<file path="src/sv/rlt_ram.sv">
// Simple dual-port synchronous RAM with one write and one registered read port.
`default_nettype none

module rlt_ram #(
    parameter  int unsigned WIDTH = 8,
    parameter  int unsigned DEPTH = 16,
    localparam int unsigned AW    = (DEPTH > 1) ? $clog2(DEPTH) : 1
) (
    input  logic             i_clk,
    input  logic             i_we,
    input  logic [AW-1:0]    i_waddr,
    input  logic [WIDTH-1:0] i_wdata,
    input  logic [AW-1:0]    i_raddr,
    output logic [WIDTH-1:0] o_rdata
);

    logic [WIDTH-1:0] r_mem [DEPTH];
    logic [WIDTH-1:0] r_rdata;

    always_ff @(posedge i_clk) begin
        if (i_we) begin
            r_mem[i_waddr] <= i_wdata;
        end
    end

    always_ff @(posedge i_clk) begin
        r_rdata <= r_mem[i_raddr];
    end

    assign o_rdata = r_rdata;

endmodule

`default_nettype wire

</file>
<file path="config.mk">
export PLATFORM = sky130hd
export DESIGN_NAME = rlt_ram
export DESIGN_NICKNAME = d
export VERILOG_FILES = /design/src/sv/rlt_ram.sv
export SDC_FILE = /design/constraint.sdc
export NUM_CORES = 1
export LEC_CHECK = 0
export BUFFER_PORTS_ARGS = -buffer_cell sky130_fd_sc_hd__buf_2
export CAP_MARGIN = 20
export CORE_ASPECT_RATIO = 2
export CORE_MARGIN = 1.5
export CORE_UTILIZATION = 43
export DETAILED_ROUTE_END_ITERATION = 8
export PLACE_DENSITY = 0.56
export SYNTH_ARGS = -nofsm -noshare
export SYNTH_HDL_FRONTEND = slang
export SYNTH_SLANG_ARGS = --single-unit
</file>
<file path="constraint.sdc">
create_clock -name i_clk -period 3.1 [get_ports i_clk]
set_clock_uncertainty 0.15 [all_clocks]
set_input_delay 0.31 -clock i_clk [delete_from_list [all_inputs] [get_ports i_clk]]
set_output_delay 0.31 -clock i_clk [all_outputs]
set_load 0.02 [all_outputs]
</file>
# After elaboration in Yosys (flattened, before gate mapping)
# Memories as Yosys holds them, arrays and structs flattened. A register that Yosys moved wholly into a read port is not among the register bits.
# Cells that the tools add are included.
[word_totals]
elab_cells = 3
output_inout_bits = 8
mem_count = 1
in_bits = 18
register_bits = 0
ram_bits = 128
[classes]
muxes = 2
[memory_table]
columns = ["memory", "depth", "width", "read_ports", "rd_ports_with_merged_regs", "wr", "line", "rtl"]
rows = [
  ["r_mem", 16, 8, 1, 1, 1, "17", "logic [WIDTH-1:0] r_mem [DEPTH];"],
]
[ops]
columns = ["operator", "count"]
rows = [
  ["two-way mux 1 bit", 2],
]

# Logic depth before layout (Yosys ltp)
# Gate-level depths: netlist (run 1).
[logic_depth]
word_depth = 2
depth_mapped = 5
mapped_depth_nobuf = 3

# Worst setup path before layout (run 1)
# OpenSTA, ideal clock, no wires.
[synth_timing]
path_kind = "input -> register"
start = "input port i_waddr[2]"
end = "memory r_mem[0][0] (enable)"
required_time_ns = 2.567
path_slack_ns = 1.147
cell_stages = 2
path_buffers = 0
setup_time_ns = 0.383
arrival_ns = 1.420
path_cell_list = "or3b_2 > nor3_1"
[synth_lines]
columns = ["item", "line", "rtl"]
rows = [
  ["start: declaration", "11", "input logic [AW-1:0] i_waddr,"],
  ["end: declaration", "17", ""],
]
# Straight into the memory's write port.

==> flow_metrics.env, run 1 <==
export IMPL_synthesis_nets=247
export IMPL_setup_slack_ns=1.27
export IMPL_cp_end_kind="flop"
export IMPL_seqPwrFrac_pct=47.2
export IMPL_hpwl_um=6640
export IMPL_timing_final_crit_share_pct=58.9
export IMPL_synthCells=229
export IMPL_setup_worst_path_start_class="primary input"
export IMPL_dr_first_iter_drc_count=164
export IMPL_drtPass1Iterations=4
export IMPL_clkLatencyLatePin_ns=0.41
export IMPL_p_leak_nw=2.08
export IMPL_post_route_min_period_ns=1.83
export IMPL_viasPerCell=5.49
export IMPL_vias=2387
export IMPL_cts_root_buffer="clkbuf_16"
export IMPL_grt_pass1_vias=2442
export IMPL_wirelength_um=9750
export IMPL_ctsResizeCount=0
export IMPL_htree_levels=4
export IMPL_syn_area_per_cell_um2=22.5
export IMPL_postLayoutCoreUtil_pct=52.4
export IMPL_overflow=0
export IMPL_hold_violations=0
export IMPL_yosys_register_bits=136
export IMPL_wl_per_cell_um=22.4
export IMPL_tritoncts="built"
export IMPL_switching_share_pct=19.0
export IMPL_clk_pin_slew_worst_paths_ns=0.06
export IMPL_drc_errors=0
export IMPL_clockBufferDepth=2
export IMPL_drive_gt1_share_pct=30.0
export IMPL_cts_sinks=136
export IMPL_grt_max_degree=33
export IMPL_crit_type="in2reg"
export IMPL_crit_arrival_ns=1.97
export IMPL_vdd_ir_drop_max_v=0.000444
export IMPL_rows=56
export IMPL_numCtsBuffers=17
export IMPL_n_fill_cell=902
export IMPL_drv_cap=0
export IMPL_core_um2=11700
export IMPL_hold_path_class="in2reg"
export IMPL_post_cts_buffers=0
export IMPL_dieArea_um2=12700
export IMPL_io_buffers=25
export IMPL_grt_pass1_wl_um=14600
export IMPL_nets=296
export IMPL_antenna_found_initial=0
export IMPL_maxSlewHeadroom_pct=41.7
export IMPL_fin_tns_setup_ns=0
export IMPL_pre_cts_slack_ns=0.830
export IMPL_gp_congestion=0.804
export IMPL_areaGrowthSynthToFinish_pct=19.0
export IMPL_maxSlewViolCount=0
export IMPL_switchingPower_mw=0.834
export IMPL_fmax_mhz=548
export IMPL_worstMarginPinSlew_ns=0.872
export IMPL_cp_required_ns=3.24
export IMPL_path_max_fanout=19
export IMPL_p_int_mw=3.55
export IMPL_ys_types=19
export IMPL_die_x_um=80.4
export IMPL_clockPowerShare_pct=48.4
export IMPL_cts_hold_buf=0
export IMPL_combPwrFrac_pct=4.4
export IMPL_ys_seq_area_share_pct=77.8
export IMPL_syn_cell_area_um2=5150
export IMPL_diodes=0
export IMPL_die_h_um=158
export IMPL_rsz0062_at_grt="no"
export IMPL_postRouteAntennaNets=0
export IMPL_status="complete, no violations"
export IMPL_final_setup_viol_count=0
export IMPL_power_density_nw_per_um2=716
export IMPL_start_util_pct=44.0
export IMPL_io_pins=26
export IMPL_grt_usage_pct=17.1
export IMPL_synth_warning_count=0
## power by group through the flow
stage / clock [mW] / combinational [mW] / sequential (mW)
floorplan: 0 / 0.104 / 2.12
global placement: 0 / 0.198 / 2.11
detailed placement: 0 / 0.200 / 2.11
CTS: 2.16 / 0.201 / 2.07
global route: 2.23 / 0.215 / 2.07
finish: 2.12 / 0.195 / 2.07
## synth_stat cells
cell type          n  share of area (%)
edfxtp_1         128                 75
nor2b_1            1               0.12
buf_4              1               0.15
nand3b_1           2               0.29
mux4_2            18                7.9
nor2_1            13               0.95
mux4_1            14                7.1
a22oi_1           16                2.3
and2b_1            1               0.15
nand2_1            9               0.66
buf_2              3               0.29
nor3_1             4               0.39
buf_6              3               0.66
nand3_1            1              0.097
dfxtp_1            8                3.1
clkdlybuf4s25_2    3               0.58
and2_1             1               0.12
or3b_2             1               0.17
nand2b_1           2               0.24
## placed cells by master (no fill, tap or decap)
cell          n
nor2b_1       1
and2b_1       1
dfxtp_1       8
buf_4        14
clkinv_2      1
buf_12        1
edfxtp_1    128
nor3_1        4
nand3b_1      2
nor2_1       13
mux4_2       18
nand2_1       9
clkbuf_1      1
clkinv_1      2
and2_1        1
or3b_2        1
nand2b_1      2
mux4_1       14
nand3_1       1
clkinv_4      3
buf_2        25
a22oi_1      16
bufinv_16     5
clkinvlp_4    2
clkbuf_16    17
## layer usage
metal	wire length [um]	part of all wire [%]	track usage, %
met4	160	1.6	7.64
met2	5730	59	30.3
met3	296	3.0	4.32
met5	0	0	0
met1	3570	37	19.1
## flip-flops by register name, indices dropped and copies added (netlist names)
| register | flops |
|---|---|
| o_rdata | 8 |
| r_mem | 128 |
## worst max-delay path: stages
cell and delay (ns):
buf_2 0.51, buf_4 0.27, mux4_1 0.57, a22oi_1 0.22, nand2_1 0.08
## worst paths after layout
check | slack (ns) | start | endpoint | cells past startpoint
worst min-delay path | 0.14 | i_wdata[7] | r_mem[5][7]$_DFFE_PP_ | 1
worst max-delay path | 1.27 | i_raddr[0] | o_rdata[2]$_DFF_P_ | 5
worst max register to register | 1.62 | r_mem[9][3]$_DFFE_PP_ | o_rdata[3]$_DFF_P_ | 3
worst min register to register | 0.51 | r_mem[15][4]$_DFFE_PP_ | o_rdata[4]$_DFF_P_ | 3
## cell type report
| class | instances | area, um^2 | area share, % |
|---|---|---|---|
| Sequential cell | 136 | 4000 | 65.4 |
| Multi-Input combinational cell | 83 | 1060 | 17.3 |
| Clock buffer | 18 | 429 | 7.01 |
| Timing Repair Buffer | 40 | 250 | 4.08 |
| Clock inverter | 13 | 204 | 3.33 |
| Tap cell | 145 | 181 | 2.96 |
## stage by stage
stage                     hold WS, ns  power, mW  instances  area [um^2]
after floorplan                 0.259       2.22        229         5150
after global placement          0.506       2.30        404         5490
after detailed placement        0.507       2.31        404         5490
after CTS                       0.124       4.43        435         6130
after global routing            0.129       4.51        435         6130
final                           0.137       4.39        435         6130
## cells by family (layout without fill, tap and decap cells)
| logic type | count (synthesis) | after routing | synth area share (%) |
|---|---|---|---|
| DFF | 136 | 136 | 77.8 |
| and+or+nand+nor | 35 | 35 | 3.18 |
| muxes | 32 | 32 | 15.0 |
| AOI/OAI and AO/OA | 16 | 16 | 2.33 |
| buffers and inverters | 10 | 71 | 1.68 |
No activity file was read; power rests on OpenSTA's default activity.
==> inputs of run 2 (changes only) <==
PLACE_DENSITY = 0.59   (was 0.56)
clock period = 1.56 ns   (was 3.1 ns; I/O delays follow)
==> run 2 against run 1 <==
Sequential cell count is the same. Hold slack gained 0.027 ns. Total power grew 87%. First-iteration DRC count grew 22%. Critical endpoint unchanged. Global-route usage grew 0.41 points. Sequential share of layout area shrank 1.2 points. Clock-buffer cell count grew 1. Combinational power grew 120%.
==> flow_metrics.env, run 2 (synthesized netlist as in run 1, its figures left out) <==
export IMPL_status="complete, no violations"
export IMPL_final_setup_viol_count=0
export IMPL_vdd_ir_drop_max_v=0.000828
export IMPL_path_max_fanout=1
export IMPL_grt_max_degree=24
export IMPL_max_stage_delay_ns=0.53
export IMPL_worstMarginPinSlew_ns=0.711
export IMPL_gp_congestion=0.735
export IMPL_setup_worst_path_start_class="flop"
export IMPL_die_h_um=158
export IMPL_areaGrowthSynthToFinish_pct=21.1
export IMPL_tritoncts="built"
export IMPL_numCtsBuffers=17
export IMPL_setup_slack_ns=0.0839
export IMPL_fmax_mhz=677
export IMPL_slowest_stage="mux4_1"
export IMPL_crit_type="reg2reg"
export IMPL_cp_num_buf_inv=0
export IMPL_crit_family="multiplexers"
export IMPL_vias=2479
export IMPL_met2WireLength_um=5820
export IMPL_m1WireLength_um=3730
export IMPL_post_cts_buffers=0
export IMPL_fin_cells=456
export IMPL_dr_first_iter_drc_count=200
export IMPL_cts_sinks=136
export IMPL_drv_cap=0
export IMPL_clk_pin_slew_worst_paths_ns=0.06
export IMPL_cp_end_kind="flop"
export IMPL_hpwl_um=6720
export IMPL_nets=316
export IMPL_hold_violations=0
export IMPL_htree_levels=4
export IMPL_grt_pass1_vias=2629
export IMPL_hold_path_class="in2reg"
export IMPL_clkLatencyLatePin_ns=0.41
export IMPL_viasPerCell=5.44
export IMPL_postRouteAntennaNets=0
export IMPL_diodes=0
export IMPL_crit_arrival_ns=1.62
export IMPL_maxSlewHeadroom_pct=52.4
export IMPL_mostFrequentLayoutCells="128 x edfxtp_1, 25 x buf_2, 25 x buf_4, 18 x mux4_2, 17 x clkbuf_16"
export IMPL_start_util_pct=44.0
export IMPL_highest_layer="met4"
export IMPL_rows=56
export IMPL_cp_required_ns=1.71
export IMPL_cp_cell_sequence="mux4_1, a22oi_2, nand2_1"
export IMPL_regMostFlops="r_mem"
export IMPL_dr_wl_met3_um=307
export IMPL_io_pins=26
export IMPL_largest_reg_flops=128
export IMPL_drc_errors=0
export IMPL_grt_usage_pct=17.5
export IMPL_grt_pass1_wl_um=15300
export IMPL_drive_gt1_share_pct=33.1
export IMPL_drtPass1Iterations=4
export IMPL_power_density_nw_per_um2=1320
export IMPL_cts_root_buffer="clkbuf_16"
export IMPL_wirelength_um=10100
export IMPL_antenna_found_initial=0
export IMPL_n_fill_cell=918
export IMPL_clockBufferDepth=2
export IMPL_maxSlewViolCount=0
export IMPL_pre_cts_slack_ns=-0.144
export IMPL_final_common_cell="edfxtp_1"
export IMPL_post_route_min_period_ns=1.48
export IMPL_p_leak_nw=2.13
export IMPL_placedCellCount=416
export IMPL_die_x_um=80.4
export IMPL_rsz0062_at_grt="no"
export IMPL_wl_per_cell_um=22.1
export IMPL_overflow=0
export IMPL_core_um2=11700
export IMPL_io_buffers=25
export IMPL_timing_final_crit_share_pct=94.6
export IMPL_dieArea_um2=12700
## run 2: cell type report
cell class	count	area, um^2	area share [%]
clock buffer	19	443	7.10
clock inverter	13	108	1.73
tap	145	181	2.91
timing repair buffer	60	433	6.94
multi-input combinational	83	1070	17.1
sequential	136	4000	64.2
## run 2: timing repair
| action | CTS | global route |
|---|---|---|
| resized for setup | 0 | 1 |
| hold buffers | 8 | 0 |
| hold endpoints to repair | 122 | 0 |
| setup endpoints to repair | 0 | 1 |
## run 2: tightest hold or removal path, stage by stage
cell	delay [ns]
buf_2	0.10
nor2b_1	0.15
a22oi_1	0.20
nand2_1	0.06
## run 2: power by group
part,switching [mW],internal [mW]
clock,1.47,2.21
sequential,0.0217,4.09
combinational,0.242,0.189
## run 2: per-stage QoR
step | utilization (%) | total power [mW] | hold WS (ns) | area (um^2) | setup TNS [ns]
after floorplan | - | 4.42 | 0.105 | 5150 | -0.291
after global placement | 47.9 | 4.59 | 0.386 | 5600 | -0.863
after detailed placement | 47.9 | 4.61 | 0.408 | 5600 | -1.28
after CTS | 53.3 | 8.29 | 0.156 | 6230 | 0
after global routing | 53.3 | 8.48 | 0.180 | 6240 | 0
final | 53.3 | 8.22 | 0.164 | 6240 | 0
## run 2: worst paths after layout
check	startpoint	end	slack, ns	cells after the start
max	r_mem[1][2]$_DFFE_PP_	o_rdata[2]$_DFF_P_	0.08	3
min	i_raddr[2]	o_rdata[5]$_DFF_P_	0.16	4
max reg2reg	r_mem[1][2]$_DFFE_PP_	o_rdata[2]$_DFF_P_	0.08	3
min reg2reg	r_mem[12][7]$_DFFE_PP_	o_rdata[7]$_DFF_P_	0.52	3
## run 2: metal layers
layer,up-vias,GRT usage [%]
li1,1105,-
met1,1296,19.0
met5,-,0
met4,0,6.98
met2,60,32.0
met3,18,4.38
